### config.mk
export PLATFORM = sky130hd
export DESIGN_NAME = swd_bit_sequencer
export DESIGN_NICKNAME = d
export VERILOG_FILES = /design/src/rtl/swd_seq_pkg.sv /design/src/rtl/swd_seq_front.sv /design/src/rtl/swd_seq_fifo.sv /design/src/rtl/swd_seq_back.sv /design/src/rtl/swd_bit_sequencer.sv
export SDC_FILE = /design/constraint.sdc
export NUM_CORES = 1
export LEC_CHECK = 0
export BUFFER_PORTS_ARGS = -buffer_cell sky130_fd_sc_hd__buf_2
export CAP_MARGIN = 25
export CORE_MARGIN = 4
export CORE_UTILIZATION = 50
export DETAILED_ROUTE_END_ITERATION = 8
export PLACE_DENSITY = 0.76
export REMOVE_ABC_BUFFERS = 1
export SYNTH_ARGS = -nofsm -noshare
export SYNTH_HDL_FRONTEND = slang
export SYNTH_SLANG_ARGS = --single-unit
export TNS_END_PERCENT = 100
### constraint.sdc
create_clock -name clk_i -period 10.14 [get_ports clk_i]
set_input_delay 1.014 -clock clk_i [delete_from_list [all_inputs] [get_ports clk_i]]
set_output_delay 1.014 -clock clk_i [all_outputs]
set_load 0.01 [all_outputs]
### src/rtl/swd_seq_pkg.sv
// shared types and constants of the swd bit sequencer
// no dependencies
`timescale 1ns / 1ps

package swd_seq_pkg;

  // longest data run a command may ask for
  localparam int unsigned MaxBits   = 32;
  localparam int unsigned LimitBits = (MaxBits < 32) ? MaxBits : 32;
  localparam logic [5:0]  NLimit    = 6'(LimitBits);

  // command queue between front and back
  localparam int unsigned QueueDepth = 2;
  localparam int unsigned QPtrW      = (QueueDepth > 1) ? $clog2(QueueDepth) : 1;
  localparam int unsigned QCntW      = $clog2(QueueDepth + 1);

  // operation codes
  localparam logic [1:0] OpRead     = 2'd0;
  localparam logic [1:0] OpReadPar  = 2'd1;
  localparam logic [1:0] OpWrite    = 2'd2;
  localparam logic [1:0] OpWritePar = 2'd3;

  // classified command as queued for the back end
  typedef struct packed {
    logic        turn;      // turnaround pulse first
    logic        is_read;
    logic        with_par;
    logic [5:0]  nbits;     // effective data bit count, 1..LimitBits
    logic [31:0] wdata;
    logic        wpar;      // even parity over the whole write word
    logic [31:0] rdata;     // masked received bits
    logic        perr;      // received bits plus parity bit odd
  } cmd_t;

endpackage

### src/rtl/swd_seq_front.sv
// front end: takes command beats, tracks line direction, classifies
// depends on swd_seq_pkg
`timescale 1ns / 1ps

module swd_seq_front (
  input  logic               clk_i,
  input  logic               rst_ni,
  input  logic               in_valid_i,
  output logic               in_ready_o,
  input  logic [1:0]         op_i,
  input  logic [5:0]         bit_count_i,
  input  logic [31:0]        write_data_i,
  input  logic [32:0]        line_samples_i,
  output logic               push_o,
  output swd_seq_pkg::cmd_t  cmd_o,
  input  logic               full_i
);

  logic        line_is_input_q, line_is_input_d;
  logic [5:0]  n_eff;
  logic [32:0] mask;
  logic [31:0] rdata;
  logic        is_read;

  assign in_ready_o = ~full_i;
  assign push_o     = in_valid_i & ~full_i;
  assign is_read    = (op_i == swd_seq_pkg::OpRead) || (op_i == swd_seq_pkg::OpReadPar);

  always_comb begin
    n_eff = bit_count_i;
    if (n_eff == 6'd0) begin
      n_eff = 6'd1;
    end
    if (n_eff > swd_seq_pkg::NLimit) begin
      n_eff = swd_seq_pkg::NLimit;
    end
  end

  assign mask  = (33'd1 << n_eff) - 33'd1;
  assign rdata = line_samples_i[31:0] & mask[31:0];

  always_comb begin
    cmd_o.turn     = (is_read != line_is_input_q);
    cmd_o.is_read  = is_read;
    cmd_o.with_par = (op_i == swd_seq_pkg::OpReadPar) || (op_i == swd_seq_pkg::OpWritePar);
    cmd_o.nbits    = n_eff;
    cmd_o.wdata    = write_data_i;
    cmd_o.wpar     = ^write_data_i;
    cmd_o.rdata    = rdata;
    cmd_o.perr     = (^rdata) ^ line_samples_i[n_eff];
  end

  assign line_is_input_d = push_o ? is_read : line_is_input_q;

  always_ff @(posedge clk_i or negedge rst_ni) begin
    if (!rst_ni) begin
      line_is_input_q <= 1'b0;
    end else begin
      line_is_input_q <= line_is_input_d;
    end
  end

endmodule

### src/rtl/swd_seq_fifo.sv
// short command queue between front and back end
// depends on swd_seq_pkg
`timescale 1ns / 1ps

module swd_seq_fifo (
  input  logic               clk_i,
  input  logic               rst_ni,
  input  logic               push_i,
  input  swd_seq_pkg::cmd_t  wr_cmd_i,
  output logic               full_o,
  input  logic               pop_i,
  output logic               valid_o,
  output swd_seq_pkg::cmd_t  rd_cmd_o
);

  localparam int unsigned Depth = swd_seq_pkg::QueueDepth;
  localparam int unsigned PtrW  = swd_seq_pkg::QPtrW;
  localparam int unsigned CntW  = swd_seq_pkg::QCntW;

  swd_seq_pkg::cmd_t entry_q [Depth];
  logic [PtrW-1:0]   wr_ptr_q, wr_ptr_d, rd_ptr_q, rd_ptr_d;
  logic [CntW-1:0]   count_q, count_d;
  logic              do_push, do_pop;

  assign full_o   = (count_q == CntW'(Depth));
  assign valid_o  = (count_q != '0);
  assign do_push  = push_i & ~full_o;
  assign do_pop   = pop_i & valid_o;
  assign rd_cmd_o = entry_q[rd_ptr_q];

  always_comb begin
    wr_ptr_d = wr_ptr_q;
    rd_ptr_d = rd_ptr_q;
    count_d  = count_q;
    if (do_push) begin
      wr_ptr_d = (wr_ptr_q == PtrW'(Depth - 1)) ? '0 : wr_ptr_q + 1'b1;
    end
    if (do_pop) begin
      rd_ptr_d = (rd_ptr_q == PtrW'(Depth - 1)) ? '0 : rd_ptr_q + 1'b1;
    end
    if (do_push && !do_pop) begin
      count_d = count_q + 1'b1;
    end else if (do_pop && !do_push) begin
      count_d = count_q - 1'b1;
    end
  end

  always_ff @(posedge clk_i or negedge rst_ni) begin
    if (!rst_ni) begin
      wr_ptr_q <= '0;
      rd_ptr_q <= '0;
      count_q  <= '0;
    end else begin
      wr_ptr_q <= wr_ptr_d;
      rd_ptr_q <= rd_ptr_d;
      count_q  <= count_d;
    end
  end

  always_ff @(posedge clk_i) begin
    if (do_push) begin
      entry_q[wr_ptr_q] <= wr_cmd_i;
    end
  end

endmodule

### src/rtl/swd_seq_back.sv
// back end: plays one queued command out as swclk pulses, two phases each
// depends on swd_seq_pkg
`timescale 1ns / 1ps

module swd_seq_back (
  input  logic               clk_i,
  input  logic               rst_ni,
  input  logic               q_valid_i,
  input  swd_seq_pkg::cmd_t  q_cmd_i,
  output logic               q_pop_o,
  output logic               out_valid_o,
  input  logic               out_ready_i,
  output logic               level_o,
  output logic               drive_o,
  output logic               turn_o,
  output logic               last_o,
  output logic [31:0]        read_data_o,
  output logic               perr_o
);

  localparam logic StIdle = 1'b0;
  localparam logic StRun  = 1'b1;

  logic        state_q, state_d;
  logic        phase_q, phase_d;
  logic        turn_q, turn_d;
  logic [5:0]  idx_q, idx_d;
  logic [5:0]  nbits_q;
  logic        is_read_q, with_par_q, wpar_q, cmd_perr_q;
  logic [31:0] shift_q, shift_d;
  logic [31:0] cmd_rdata_q;

  logic        ov_q, ov_d;
  logic        lvl_q, lvl_d, drv_q, drv_d, ta_q, ta_d, lst_q, lst_d, pe_q, pe_d;
  logic [31:0] rd_q, rd_d;

  logic gen, data_last;

  assign q_pop_o   = (state_q == StIdle) & q_valid_i;
  assign gen       = (state_q == StRun) & phase_q & (~ov_q | out_ready_i);
  assign data_last = ((idx_q + 6'd1) == nbits_q) & ~with_par_q;

  always_comb begin
    state_d = state_q;
    phase_d = phase_q;
    turn_d  = turn_q;
    idx_d   = idx_q;
    shift_d = shift_q;
    ov_d    = ov_q & ~out_ready_i;
    lvl_d   = lvl_q;
    drv_d   = drv_q;
    ta_d    = ta_q;
    lst_d   = lst_q;
    rd_d    = rd_q;
    pe_d    = pe_q;
    if (q_pop_o) begin
      state_d = StRun;
      phase_d = 1'b0;
      turn_d  = q_cmd_i.turn;
      idx_d   = '0;
      shift_d = q_cmd_i.wdata;
    end else if (state_q == StRun) begin
      // high phase then low phase; the low phase waits for the output slot
      if (!phase_q || gen) begin
        phase_d = ~phase_q;
      end
      if (gen) begin
        ov_d = 1'b1;
        pe_d = 1'b0;
        rd_d = '0;
        ta_d = 1'b0;
        if (turn_q) begin
          turn_d = 1'b0;
          lvl_d  = 1'b0;
          drv_d  = 1'b0;
          ta_d   = 1'b1;
          lst_d  = 1'b0;
        end else if (idx_q < nbits_q) begin
          lvl_d   = ~is_read_q & shift_q[0];
          drv_d   = ~is_read_q;
          lst_d   = data_last;
          rd_d    = (data_last & is_read_q) ? cmd_rdata_q : '0;
          idx_d   = idx_q + 6'd1;
          shift_d = {1'b0, shift_q[31:1]};
          if (data_last) begin
            state_d = StIdle;
          end
        end else begin
          // parity pulse closes the command
          lvl_d   = ~is_read_q & wpar_q;
          drv_d   = ~is_read_q;
          lst_d   = 1'b1;
          rd_d    = is_read_q ? cmd_rdata_q : '0;
          pe_d    = is_read_q & cmd_perr_q;
          state_d = StIdle;
        end
      end
    end
  end

  always_ff @(posedge clk_i or negedge rst_ni) begin
    if (!rst_ni) begin
      state_q <= StIdle;
      phase_q <= 1'b0;
      turn_q  <= 1'b0;
      idx_q   <= '0;
      ov_q    <= 1'b0;
    end else begin
      state_q <= state_d;
      phase_q <= phase_d;
      turn_q  <= turn_d;
      idx_q   <= idx_d;
      ov_q    <= ov_d;
    end
  end

  always_ff @(posedge clk_i) begin
    if (q_pop_o) begin
      nbits_q     <= q_cmd_i.nbits;
      is_read_q   <= q_cmd_i.is_read;
      with_par_q  <= q_cmd_i.with_par;
      wpar_q      <= q_cmd_i.wpar;
      cmd_rdata_q <= q_cmd_i.rdata;
      cmd_perr_q  <= q_cmd_i.perr;
    end
    shift_q <= shift_d;
    lvl_q   <= lvl_d;
    drv_q   <= drv_d;
    ta_q    <= ta_d;
    lst_q   <= lst_d;
    rd_q    <= rd_d;
    pe_q    <= pe_d;
  end

  assign out_valid_o = ov_q;
  assign level_o     = lvl_q;
  assign drive_o     = drv_q;
  assign turn_o      = ta_q;
  assign last_o      = lst_q;
  assign read_data_o = rd_q;
  assign perr_o      = pe_q;

endmodule

### src/rtl/swd_bit_sequencer.sv
// top level of the swd bit sequencer: front end, command queue, back end
// depends on swd_seq_pkg, swd_seq_front, swd_seq_fifo, swd_seq_back
`timescale 1ns / 1ps

// channel   direction  beat
// s_axis    in         one command (op in tuser, counts and data in tdata)
// m_axis    out        one swclk pulse (tlast on the final pulse of a command)
//
// each pulse runs through a high phase and a low phase in the back end sequencer
// once the command is taken from the queue; a command has k pulses,
// k = turnaround + bits + parity, 1..34, and the queue lets up to two commands
// wait meanwhile
// reset clears the line direction to host driving and empties the queue
// a stalled m_axis holds the low phase; s_axis stalls only while the queue is full

module swd_bit_sequencer (
  input  logic        clk_i,
  input  logic        rst_ni,
  input  logic        s_axis_tvalid,
  output logic        s_axis_tready,
  input  logic [71:0] s_axis_tdata,   // bit_count, write_data, line_samples, zero pad
  input  logic [1:0]  s_axis_tuser,   // op
  output logic        m_axis_tvalid,
  input  logic        m_axis_tready,
  output logic [39:0] m_axis_tdata,   // swdio_level, swdio_drive, read_data, parity_error, pad
  output logic        m_axis_tuser,   // turnaround
  output logic        m_axis_tlast
);

  swd_seq_pkg::cmd_t push_cmd, pop_cmd;
  logic              push, full, q_valid, pop;
  logic              level, drive, turn, last, perr;
  logic [31:0]       read_data;

  // classify and track direction
  swd_seq_front u_front (
    .clk_i          (clk_i),
    .rst_ni         (rst_ni),
    .in_valid_i     (s_axis_tvalid),
    .in_ready_o     (s_axis_tready),
    .op_i           (s_axis_tuser),
    .bit_count_i    (s_axis_tdata[5:0]),
    .write_data_i   (s_axis_tdata[37:6]),
    .line_samples_i (s_axis_tdata[70:38]),
    .push_o         (push),
    .cmd_o          (push_cmd),
    .full_i         (full)
  );

  // decouples command intake from pulse generation
  swd_seq_fifo u_fifo (
    .clk_i    (clk_i),
    .rst_ni   (rst_ni),
    .push_i   (push),
    .wr_cmd_i (push_cmd),
    .full_o   (full),
    .pop_i    (pop),
    .valid_o  (q_valid),
    .rd_cmd_o (pop_cmd)
  );

  // pulse sequencer with registered output
  swd_seq_back u_back (
    .clk_i       (clk_i),
    .rst_ni      (rst_ni),
    .q_valid_i   (q_valid),
    .q_cmd_i     (pop_cmd),
    .q_pop_o     (pop),
    .out_valid_o (m_axis_tvalid),
    .out_ready_i (m_axis_tready),
    .level_o     (level),
    .drive_o     (drive),
    .turn_o      (turn),
    .last_o      (last),
    .read_data_o (read_data),
    .perr_o      (perr)
  );

  assign m_axis_tdata = {5'd0, perr, read_data, drive, level};
  assign m_axis_tuser = turn;
  assign m_axis_tlast = last;

endmodule

---- Word-level counts from Yosys, hierarchy flattened ----
Memory sizes are Yosys's and may differ from the RTL's.
Index checks and enable logic that the tools add are counted.
word-level totals
  register bits ........................... 126
  memories ................................ 1
  output and inout port bits .............. 44
  memory bits (writable) .................. 150
operators by class
  order comparisons ....................... 3
  multiplexer cells ....................... 41
  shifts and indexed selects .............. 1
  reductions and logical operators ........ 23
  equal/unequal tests ..................... 6
  add/subtract/negate cells ............... 6
  bitwise logic cells ..................... 23
memory list
  name            words  bits a word  rd ports  clocked after memory_dff  wr ports  RTL line            text
  u_fifo.entry_q  2      75           1         0                         1         swd_seq_fifo.sv:20  swd_seq_pkg::cmd_t entry_q [Depth];
operators with widths
  operator                                                                      number
  32-bit 2-to-1 mux                                                             8
  32-bit XOR reduction                                                          2
  6-bit 2-to-1 mux                                                              7
  32-bit bitwise AND                                                            1
  1-bit by 6-bit << shifter with 32-bit output, first input constant            1
  32-bit by 1-bit subtractor with 32-bit output, second input constant          1
  1-bit 2-to-1 mux                                                              23
  1-bit bitwise AND                                                             12
  2-bit nonzero test                                                            6
  1-bit NOT                                                                     8
  6-bit by 7-bit less-than comparator with 1-bit output, second input constant  1
  6-bit by 1-bit adder with 6-bit output, second input constant                 1
  1-bit binary-select mux with 6-bit select                                     1
  6-bit equality test                                                           1
  6-bit > comparator, second input constant                                     1
  6-bit logical NOT                                                             1
  6-bit less-than comparator                                                    1
  2-bit equality test, second input constant                                    2
  2-bit 2-to-1 mux                                                              2
  2-bit AND reduction                                                           2
  4-bit AND reduction                                                           1
  1-bit logical NOT                                                             3
  1-bit logical OR                                                              3
  3-bit AND reduction                                                           1
  other kinds (11)                                                              13

---- Logic depth before layout (Yosys ltp) ----
Gate-level depths: netlist of the first run.
  depth after elaboration ................. 9
  depth in mapped cells ................... 15

---- By module ----
From an unflattened synthesis of the first run, not the netlist that was laid out.
second synthesis, totals
  cells, all modules ...................... 930
  area total of the unflattened synthesis .. 12821.0 µm²
by module, submodules not included
  module             sequential area each (µm²)  times used  cells an instance  area an instance (µm²)
  swd_seq_fifo       4604.4                      1           252                5764.3
  swd_seq_back       3583.4                      1           371                4880.9
  swd_seq_front      25.0                        1           298                2112.0
  swd_bit_sequencer  0.0                         1           9                  63.8

---- Worst setup path before layout of the first run ----
No wires, ideal clock.
  kind .................................... input-to-reg
  from .................................... in s_axis_tvalid
  to ...................................... mem u_fifo.entry_q[0][0] (netlist name), enable pin
  required time ........................... 9.631 ns
  path buffers ............................ 0
  stages .................................. 2
  data arrival time ....................... 4.263 ns
  library setup time ...................... 0.509 ns
  setup slack ............................. 5.368 ns
  cell sequence ........................... nand2_1 > nor2_1
between the ends
  cells in the longest elaborated chain, start to end .. 4
ends and longest elaborated chain
  element                                 RTL line                 text
  from (decl)                             swd_bit_sequencer.sv:19  input logic s_axis_tvalid,
  1-bit bitwise AND                       swd_seq_front.sv:26      assign push_o = in_valid_i & ~full_i;
  1-bit bitwise AND                       swd_seq_fifo.sv:27       assign do_push = push_i & ~full_o;
  1-bit 2-to-1 mux                        swd_seq_fifo.sv:61       if (do_push) begin
  1-bit 2-to-1 mux (not written as such)  swd_seq_fifo.sv:62       entry_q[wr_ptr_q] <= wr_cmd_i;
  to (decl)                               swd_seq_fifo.sv:20
No other way between the ends.

==> impl_metrics.env, run 1 <==
export IMPL_rows=56
export IMPL_synth_area_leaders="edfxtp_1 65%, xnor2_1 4.0%, mux2_2 3.9%"
export IMPL_ctsHoldBuffers=0
export IMPL_dp_slack_ps=5000
export IMPL_clock_latency_ps=540
export IMPL_nNetsFinal=1025
export IMPL_synth_edf_count=261
export IMPL_dr_pass1_iters=5
export IMPL_synth_largest_area_cell="edfxtp_1"
export IMPL_drv_cap=0
export IMPL_placedCellCount=1225
export IMPL_wl_per_cell_um=18.5
export IMPL_initial_core_util=0.510
export IMPL_hold_class="in -> async"
export IMPL_cts_tree="done"
export IMPL_vias=6850
export IMPL_worst_slack_ps=5500
export IMPL_hpwl_mm=15.6
export IMPL_finalClockSkew_ps=13.6
export IMPL_routabilityCongestion=0.930
export IMPL_grt_pass1_wl_mm=37.5
export IMPL_root_buffer="clkbuf_16"
export IMPL_grt_ovfl_total=0
export IMPL_p_leak_nw=5.28
export IMPL_worst_slew_pin_slew_ps=1020
export IMPL_cts_htree_levels=1
export IMPL_area_delta_synth_final_pct=14.5
export IMPL_grt_usage=0.179
export IMPL_max_slew_margin_rel=0.320
export IMPL_rsz0062_at_grt="false"
export IMPL_grt_start_max_net_pins=76
export IMPL_slew_violations=0
export IMPL_die_area_mm2=0.0267
export IMPL_drc=0
export IMPL_setup_viol=0
export IMPL_antenna_found_initial=2
export IMPL_syn_avg_cell_area_um2=14.5
export IMPL_fin_tns_setup_ps=0
export IMPL_clock_path_buffers=3
export IMPL_first_global_vias=6926
export IMPL_start_kind="input port"
export IMPL_dominantRegCellSynth="edfxtp_1"
export IMPL_ys_warnings_count=0
export IMPL_ys_seq_area_frac=0.681
export IMPL_hold_viol_final=0
export IMPL_yosysTopAreaCellShare=0.650
export IMPL_crit_required_ps=10410
export IMPL_io_buffers=115
export IMPL_pwr_density_cell_mw_per_mm2=276
export IMPL_outcome="completed"
export IMPL_vias_per_cell=5.35
export IMPL_synth_seq_cells=276
export IMPL_period_minus_slack_ps=4640
export IMPL_cp_end_kind="register"
export IMPL_ant_nets=0
export IMPL_critical_path_max_fanout=34
export IMPL_ys_top_cells_by_count="261 x edfxtp_1, 56 x nand2_1, 55 x o21ai_0, 55 x xnor2_1, 46 x mux2i_1"
export IMPL_fin_crit_sh=0.457
export IMPL_yosysUniqueCellTypes=57
export IMPL_synthCells=831
export IMPL_cts_num_sinks=276
export IMPL_drt_iter0_markers=541
export IMPL_holdWs_ps=387
export IMPL_n_antenna_cell=0
export IMPL_clock_fmax_mhz=216
export IMPL_async_flop_share=0.0543
export IMPL_cts_resized=0
export IMPL_fillers=1857
export IMPL_clk_pin_slew_ps=60
export IMPL_cp_arrival_ps=4900
export IMPL_fp_dieW_um=163
export IMPL_cts_made_buffers=29
export IMPL_routed_wl_mm=23.6
export IMPL_cts_setup_buffers=0
export IMPL_coreArea_mm2=0.0236
export IMPL_path_class="in -> reg"
export IMPL_stdcell_count=1280
export IMPL_ioPinCount=122
export IMPL_irDropWorstVdd_mv=0.144
export IMPL_syn_area_mm2=0.0121
export IMPL_dieHeight_um=163
export IMPL_drive_above_1_share=0.230
export IMPL_synth_most_common_cell="edfxtp_1"
[where the power goes]
| group | leakage (nW) | internal (mW) | switching, mW |
|---|---|---|---|
| Sequential | 2.65 | 1.75 | 0.114 |
| Clock | 0.435 | 0.560 | 0.408 |
| Combinational | 2.20 | 0.388 | 0.589 |
| Total | 5.28 | 2.69 | 1.11 |
[registers in the layout (all words and copies together), names as in the netlist, 2 cells and up]
register	flops
u_back.read_data_o	32
u_back.idx_q	6
u_back.cmd_rdata_q	32
u_back.shift_q	32
u_fifo.count_q	2
u_back.nbits_q	6
u_fifo.entry_q	150
[cell type report]
class / instances / area [um2] / share of cell area
clock buffer: 37 / 766 / 0.0555
clock inverter: 17 / 119 / 0.00861
inverter: 18 / 67.6 / 0.00489
multi-input combinational: 489 / 3560 / 0.258
sequential: 276 / 8220 / 0.595
tap: 319 / 399 / 0.0289
timing repair buffer: 124 / 676 / 0.0489
[cell families after synthesis]
logic type / Yosys count / share of synthesized area
flops: 276 / 0.681
simple gates: 187 / 0.0808
compound gates: 121 / 0.0609
mux: 88 / 0.0774
xor+xnor: 78 / 0.0637
buf+inv: 70 / 0.0257
fa+ha+maj: 9 / 0.00934
other cells: 2 / 0.000623
[critical path: stages]
cell     delay [ps]
buf_2           290
nor2_1          440
nand2_1         110
ha_1            390
nor4_1          370
o21a_2          200
xnor3_1         410
xnor3_1         360
xor3_1          220
xor3_1          370
xor2_1          250
xnor3_1         470
[final timing paths]
kind                                   startpoint                    to  slack, ps  cells after the start
worst max-delay path              s_axis_tdata[1]  u_fifo.entry_q[0][0]       5500                     12
worst min-delay path                       rst_ni       u_fifo.wr_ptr_q        390                      1
worst max register to register    u_back.idx_q[1]    u_back.shift_q[18]       7070                     10
worst min register to register  u_fifo.count_q[1]     u_fifo.count_q[1]        510                      1
max in group asynchronous                  rst_ni       u_fifo.rd_ptr_q       9460                      1
min in group clk_i              u_fifo.count_q[1]     u_fifo.count_q[1]        510                      1
[cell usage in the layout (no fill, tap or decap), types with 3 or more instances in the layout]
| cell type | synthesis | layout |
|---|---|---|
| clkinv_1 | 0 | 6 |
| and3_1 | 36 | 35 |
| ha_1 | 9 | 9 |
| nand3_1 | 14 | 14 |
| a211oi_1 | 5 | 5 |
| clkbuf_1 | 27 | 7 |
| mux2_2 | 42 | 42 |
| o31ai_1 | 4 | 4 |
| dfrtp_1 | 15 | 14 |
| o21ai_0 | 55 | 55 |
| o21a_1 | 9 | 9 |
| a221oi_1 | 3 | 3 |
| xnor3_1 | 4 | 4 |
| clkinv_2 | 0 | 6 |
| xor2_1 | 17 | 17 |
| conb_1 | 2 | 6 |
| clkbuf_16 | 0 | 29 |
| or2_2 | 3 | 3 |
| nand2b_1 | 8 | 8 |
| nor3_1 | 7 | 7 |
| xnor2_1 | 55 | 55 |
| nor2_1 | 23 | 22 |
| a21boi_1 | 3 | 3 |
| o21ai_1 | 3 | 3 |
| mux2i_1 | 46 | 46 |
| a21boi_0 | 4 | 4 |
| nand2_1 | 56 | 56 |
| buf_2 | 5 | 115 |
| o221ai_1 | 4 | 4 |
| and2_1 | 13 | 13 |
| edfxtp_1 | 261 | 261 |
| buf_4 | 9 | 7 |
| inv_1 | 17 | 17 |
| nor2b_1 | 14 | 14 |
| a21oi_1 | 19 | 18 |
[per-layer routing]
| layer | part of all wire | up-vias | global-route usage |
|---|---|---|---|
| met5 | 0.0011 | - | 0 |
| met4 | 0.021 | 4 | 0.0496 |
| met3 | 0.056 | 45 | 0.0331 |
| met2 | 0.48 | 167 | 0.286 |
| met1 | 0.44 | 3350 | 0.255 |
| li1 | - | 3284 | - |
[stage by stage]
stage | power, mW | instance area (um2) | util
floorplan | 2.55 | 11800 | -
global placement | 2.82 | 12900 | 0.545
detailed placement | 2.87 | 12900 | 0.546
CTS | 3.84 | 13800 | 0.584
global route | 4.03 | 13800 | 0.585
finish | 3.81 | 13800 | 0.585
No activity file was read; power rests on OpenSTA's default activity.
==> run 2: changes to the inputs <==
--- a/config.mk
+++ b/config.mk
@@ -5,12 +5,13 @@
 export SDC_FILE = /design/constraint.sdc
 export NUM_CORES = 1
 export LEC_CHECK = 0
+export ABC_AREA = 1
 export BUFFER_PORTS_ARGS = -buffer_cell sky130_fd_sc_hd__buf_2
 export CAP_MARGIN = 25
 export CORE_MARGIN = 4
 export CORE_UTILIZATION = 50
 export DETAILED_ROUTE_END_ITERATION = 8
-export PLACE_DENSITY = 0.76
+export PLACE_DENSITY = 0.79
 export REMOVE_ABC_BUFFERS = 1
 export SYNTH_ARGS = -nofsm -noshare
 export SYNTH_HDL_FRONTEND = slang
==> constraint.sdc (replaced) <==
create_clock -name clk_i -period 4.2 [get_ports clk_i]
set_input_delay 0.42 -clock clk_i [delete_from_list [all_inputs] [get_ports clk_i]]
set_output_delay 0.42 -clock clk_i [all_outputs]
set_load 0.01 [all_outputs]
==> impl_metrics.env, run 2 <==
export IMPL_hold_start="s_axis_tdata[19]"
export IMPL_area_delta_synth_final_pct=13.7
export IMPL_root_buffer="clkbuf_16"
export IMPL_yosysUniqueCellTypes=49
export IMPL_syn_area_mm2=0.0131
export IMPL_io_buffers=115
export IMPL_synthCells=1262
export IMPL_rsz0062_at_grt="false"
export IMPL_synth_edf_count=261
export IMPL_drt_iter0_markers=795
export IMPL_clock_latency_ps=530
export IMPL_yosys_area_share_simple=0.243
export IMPL_max_slew_margin_rel=0.432
export IMPL_ant_nets=0
export IMPL_synth_xor_area_frac=0.0300
export IMPL_p_leak_nw=6.41
export IMPL_grt_pass1_wl_mm=46.2
export IMPL_hold_viol_final=0
export IMPL_finalClockSkew_ps=20.9
export IMPL_vias_per_cell=5.32
export IMPL_layout_common_cells="391 x nand2_1, 261 x edfxtp_1, 115 x buf_2"
export IMPL_cts_resized=0
export IMPL_grt_ovfl_total=0
export IMPL_cp_end_kind="register"
export IMPL_r2r_start="u_back.idx_q[2]"
export IMPL_ctsHoldBuffers=1
export IMPL_clock_path_buffers=3
export IMPL_path_class="in -> reg"
export IMPL_rows=59
export IMPL_antenna_found_initial=0
export IMPL_irDropWorstVdd_mv=0.658
export IMPL_clock_fmax_mhz=305
export IMPL_hold_class="in -> reg"
export IMPL_dieHeight_um=170
export IMPL_cts_setup_buffers=0
export IMPL_dp_slack_ps=482
export IMPL_synth_most_common_cell="nand2_1"
export IMPL_slew_violations=0
export IMPL_wl_per_cell_um=17.0
export IMPL_cts_made_buffers=26
export IMPL_synth_largest_area_cell="edfxtp_1"
export IMPL_synth_area_leaders="edfxtp_1 60%, nand2_1 11%, nor2_1 3.0%"
export IMPL_clk_pin_slew_ps=60
export IMPL_n_antenna_cell=0
export IMPL_vias=9179
export IMPL_routabilityCongestion=0.990
export IMPL_cp_arrival_ps=3550
export IMPL_crit_required_ps=4480
export IMPL_drc=0
export IMPL_ys_top_cells_by_count="391 x nand2_1, 261 x edfxtp_1, 105 x nor2_1"
export IMPL_place_area_mm2=0.0140
export IMPL_cts_tree="done"
export IMPL_async_flop_share=0.0543
export IMPL_dr_pass1_iters=6
export IMPL_nNetsFinal=1457
export IMPL_yosysTopAreaCellShare=0.597
export IMPL_first_global_vias=8933
export IMPL_largest_reg_flops=150
export IMPL_routed_wl_mm=29.3
export IMPL_ys_warnings_count=0
export IMPL_cts_htree_levels=1
export IMPL_ys_seq_area_frac=0.625
export IMPL_regMostFlops="u_fifo.entry_q"
export IMPL_die_area_mm2=0.0289
export IMPL_initial_core_util=0.506
export IMPL_outcome="completed"
export IMPL_finalInstanceArea_mm2=0.0149
export IMPL_fp_dieW_um=170
export IMPL_coreArea_mm2=0.0260
export IMPL_dominantRegCellSynth="edfxtp_1"
export IMPL_cts_num_sinks=276
export IMPL_fin_tns_setup_ps=0
export IMPL_critical_path_max_fanout=11
export IMPL_grt_start_max_net_pins=92
export IMPL_synth_top_family_by_area="simple AND/OR/NAND/NOR gates"
export IMPL_hpwl_mm=20.0
export IMPL_synth_seq_cells=276
export IMPL_period_minus_slack_ps=3270
export IMPL_final_common_cell="nand2_1"
export IMPL_critPathLaunch="s_axis_tdata[5]"
export IMPL_synthMuxAreaShare=0
export IMPL_drive_above_1_share=0.173
export IMPL_ioPinCount=122
export IMPL_grt_usage=0.198
export IMPL_pwr_density_cell_mw_per_mm2=626
export IMPL_final_core_util=0.575
export IMPL_worst_slew_pin_slew_ps=830
export IMPL_fin_crit_sh=0.780
export IMPL_drv_cap=0
export IMPL_synth_compound_area_frac=0.0366
export IMPL_worst_slack_ps=926
export IMPL_setup_viol=0
export IMPL_synth_adder_area_share=0.00857
export IMPL_start_kind="input port"
export IMPL_fillers=2145
export IMPL_syn_avg_cell_area_um2=10.4
run 2: area by class of cell:
cell class	count	area (um2)	area share
timing repair buffer	129	748	0.0501
inverter	120	450	0.0301
sequential	276	8210	0.550
tap	335	419	0.0280
clock buffer	29	662	0.0443
clock inverter	18	203	0.0136
multi-input combinational	817	4250	0.284
run 2: power by group:
part	leakage [nW]	switching, mW	total [mW]	internal, mW
registers	2.65	0.227	4.39	4.17
clock network	0.415	0.969	2.35	1.38
logic	3.35	1.82	2.61	0.790
total	6.41	3.02	9.35	6.34
run 2: worst paths after layout:
kind	slack (ps)	to	cells after the start
setup / recovery	930	u_fifo.entry_q[0][0]	23
hold / removal	100	u_fifo.entry_q[1][47]	1
setup reg to reg	1370	u_back.read_data_o[21]	8
hold reg to reg	480	u_fifo.count_q[0]	1
max in group asynchronous	3550	u_fifo.rd_ptr_q	2
min in group asynchronous	340	u_back.idx_q[2]	2
run 2: cell families after synthesis:
family	Yosys count
fa+ha+maj	9
flops	276
xor+xnor	45
other cells	2
simple gates	682
compound gates	75
buf+inv	173
run 2: routing by layer:
metal	up-vias	part of all wire	wire, um	GRT usage
li1	4472	-	-	-
met1	4339	0.43	12600	0.276
met2	310	0.47	13800	0.326
met3	58	0.071	2080	0.0304
met4	0	0.026	751	0.0556
met5	-	0	0	0
run 2: stage by stage:
stage	hold slack (ps)	cells	power, mW
4_1_cts	78.5	1721	9.39
3_3_place_gp	346	1673	6.92
3_5_place_dp	357	1673	7.04
6_report	103	1724	9.35
5_1_grt	75.3	1724	9.93
2_1_floorplan	124	1213	6.18
run 2: worst max-delay path: stages:
cell and delay [ps]:
buf_2 190, nor2_2 310, nand3_1 110, nand2_1 130, nand2_2 260, nand2_1 160, nor2_2 70, nand3_2 160
nand2_1 120, nor2_1 290, nand2_1 100, nor2_1 190, nand3_1 120, nor2_2 210, nand3_1 110, nand2_1 70
nand2_1 40, nand2_1 110, nand2_1 70, nand2_1 80, nand2_1 60, nand3_1 80, nand2_1 70
==> run 3: changes to the inputs <==
==> constraint.sdc (replaced) <==
create_clock -name clk_i -period 2.7 [get_ports clk_i]
set_input_delay 0.27 -clock clk_i [delete_from_list [all_inputs] [get_ports clk_i]]
set_output_delay 0.27 -clock clk_i [all_outputs]
set_load 0.01 [all_outputs]
==> impl_metrics.env, run 3 (same netlist as run 2, synthesis figures left out) <==
export IMPL_cp_arrival_ps=2940
export IMPL_die_area_mm2=0.0289
export IMPL_clock_latency_ps=550
export IMPL_fillers=1929
export IMPL_ant_nets=0
export IMPL_slowest_delay_ps=440
export IMPL_finalClockSkew_ps=20.5
export IMPL_register_area_mm2=0.00821
export IMPL_start_kind="register"
export IMPL_critical_path_max_fanout=13
export IMPL_fp_dieW_um=170
export IMPL_finalInstanceArea_mm2=0.0166
export IMPL_worst_slew_pin_slew_ps=905
export IMPL_routed_wl_mm=33.5
export IMPL_period_minus_slack_ps=2590
export IMPL_grt_usage=0.223
export IMPL_crit_top_cell="buf_4"
export IMPL_use_met1=0.304
export IMPL_use_met2=0.381
export IMPL_outcome="completed"
export IMPL_nNetsFinal=1630
export IMPL_fin_crit_sh=0.958
export IMPL_path_class="reg -> reg"
export IMPL_coreArea_mm2=0.0260
export IMPL_busiest_layer="met2"
export IMPL_dieHeight_um=170
export IMPL_irDropWorstVdd_mv=0.917
export IMPL_grt_use_met3=0.0256
export IMPL_max_slew_margin_rel=0.397
export IMPL_grt_ovfl_total=0
export IMPL_critPathBufInv=3
export IMPL_slew_violations=0
export IMPL_clk_pin_slew_ps=60
export IMPL_n_antenna_cell=0
export IMPL_pwr_density_cell_mw_per_mm2=920
export IMPL_cts_tree="done"
export IMPL_initial_core_util=0.506
export IMPL_p_total_mw=15.2
export IMPL_cp_end_kind="register"
export IMPL_grt_start_max_net_pins=92
export IMPL_drc=0
export IMPL_cts_num_sinks=276
export IMPL_drv_cap=0
export IMPL_rows=59
export IMPL_cpMaxStageDelayCell="dfrtp_1"
export IMPL_ioPinCount=122
export IMPL_wl_per_cell_um=17.6
export IMPL_area_delta_synth_final_pct=26.0
export IMPL_first_global_vias=9874
export IMPL_cts_htree_levels=1
export IMPL_io_buffers=115
export IMPL_place_area_mm2=0.0150
export IMPL_path_cells="inv_1 -> o31ai_1 -> nand2_1 -> xor2_1 -> a2111oi_0 -> buf_4 -> a31oi_4 -> buf_4 -> nor3b_1"
export IMPL_drive_above_1_share=0.259
export IMPL_crit_required_ps=3050
export IMPL_root_buffer="clkbuf_16"
export IMPL_multiInputGateArea_mm2=0.00441
export IMPL_drt_iter0_markers=948
export IMPL_clock_path_buffers=3
export IMPL_hold_viol_final=0
export IMPL_final_common_cell="nand2_1"
export IMPL_stdcell_count=1898
export IMPL_hold_class="in -> async"
export IMPL_hpwl_mm=21.6
export IMPL_regMostFlops="u_fifo.entry_q"
export IMPL_vias=10200
export IMPL_routabilityCongestion=1.00
export IMPL_grt_pass1_wl_mm=51.4
export IMPL_antenna_found_initial=0
export IMPL_path_delay_family="compound AO/OA/AOI/OAI gates"
export IMPL_clock_fmax_mhz=387
export IMPL_largest_reg_flops=150
export IMPL_setup_viol=0
export IMPL_cts_made_buffers=27
export IMPL_dp_slack_ps=-459
export IMPL_placedCellCount=1801
export IMPL_layout_common_cells="382 x nand2_1, 261 x edfxtp_1, 140 x buf_4"
export IMPL_dr_pass1_iters=5
export IMPL_holdWs_ps=170
export IMPL_worst_slack_ps=114
export IMPL_p_leak_nw=7.27
export IMPL_vias_per_cell=5.37
## run 3: power by group
part	switching, mW	total (mW)	internal [mW]	leakage (nW)
logic	3.08	4.53	1.45	4.18
clock network	1.57	3.84	2.27	0.443
registers	0.380	6.87	6.49	2.65
total	5.03	15.2	10.2	7.27
## run 3: final cells by class
cell class | instances | area share
timing repair buffer | 300 | 0.129
sequential | 276 | 0.496
tap | 335 | 0.0253
multi-input combinational | 818 | 0.266
clock inverter | 10 | 0.00748
inverter | 120 | 0.0272
clock buffer | 39 | 0.0485
## run 3: path summary, 6_finish.rpt
check | from | slack [ps] | depth (start not counted) | endpoint
min | rst_ni | 170 | 2 | u_back.idx_q[4]
max reg2reg | u_back.idx_q[2] | 110 | 9 | u_back.read_data_o[4]
min reg2reg | u_fifo.count_q[0] | 470 | 1 | u_fifo.count_q[0]
min in group clk_i | s_axis_tdata[69] | 170 | 3 | u_fifo.entry_q[1][32]
max | u_back.idx_q[2] | 110 | 9 | u_back.read_data_o[4]
max in group asynchronous | rst_ni | 2240 | 2 | u_fifo.rd_ptr_q
## run 3: per-layer routing
metal	vias up	wire, um
li1	4830	-
met4	0	963
met2	444	16500
met1	4835	13500
met5	-	0
met3	74	2540
## run 3: timing repair
action,in CTS,in global routing
setup buffers,0,8
hold buffers,37,0
hold endpoints to repair,85,0
gates resized for setup,0,39
endpoints found under the setup margin,0,15
## run 3: stage by stage
step	util	setup TNS, ps
after global routing	0.637	-115
after detailed placement	0.577	-917
after CTS	0.627	0
after global placement	0.577	-658
after floorplan	-	-645380
final	0.637	0
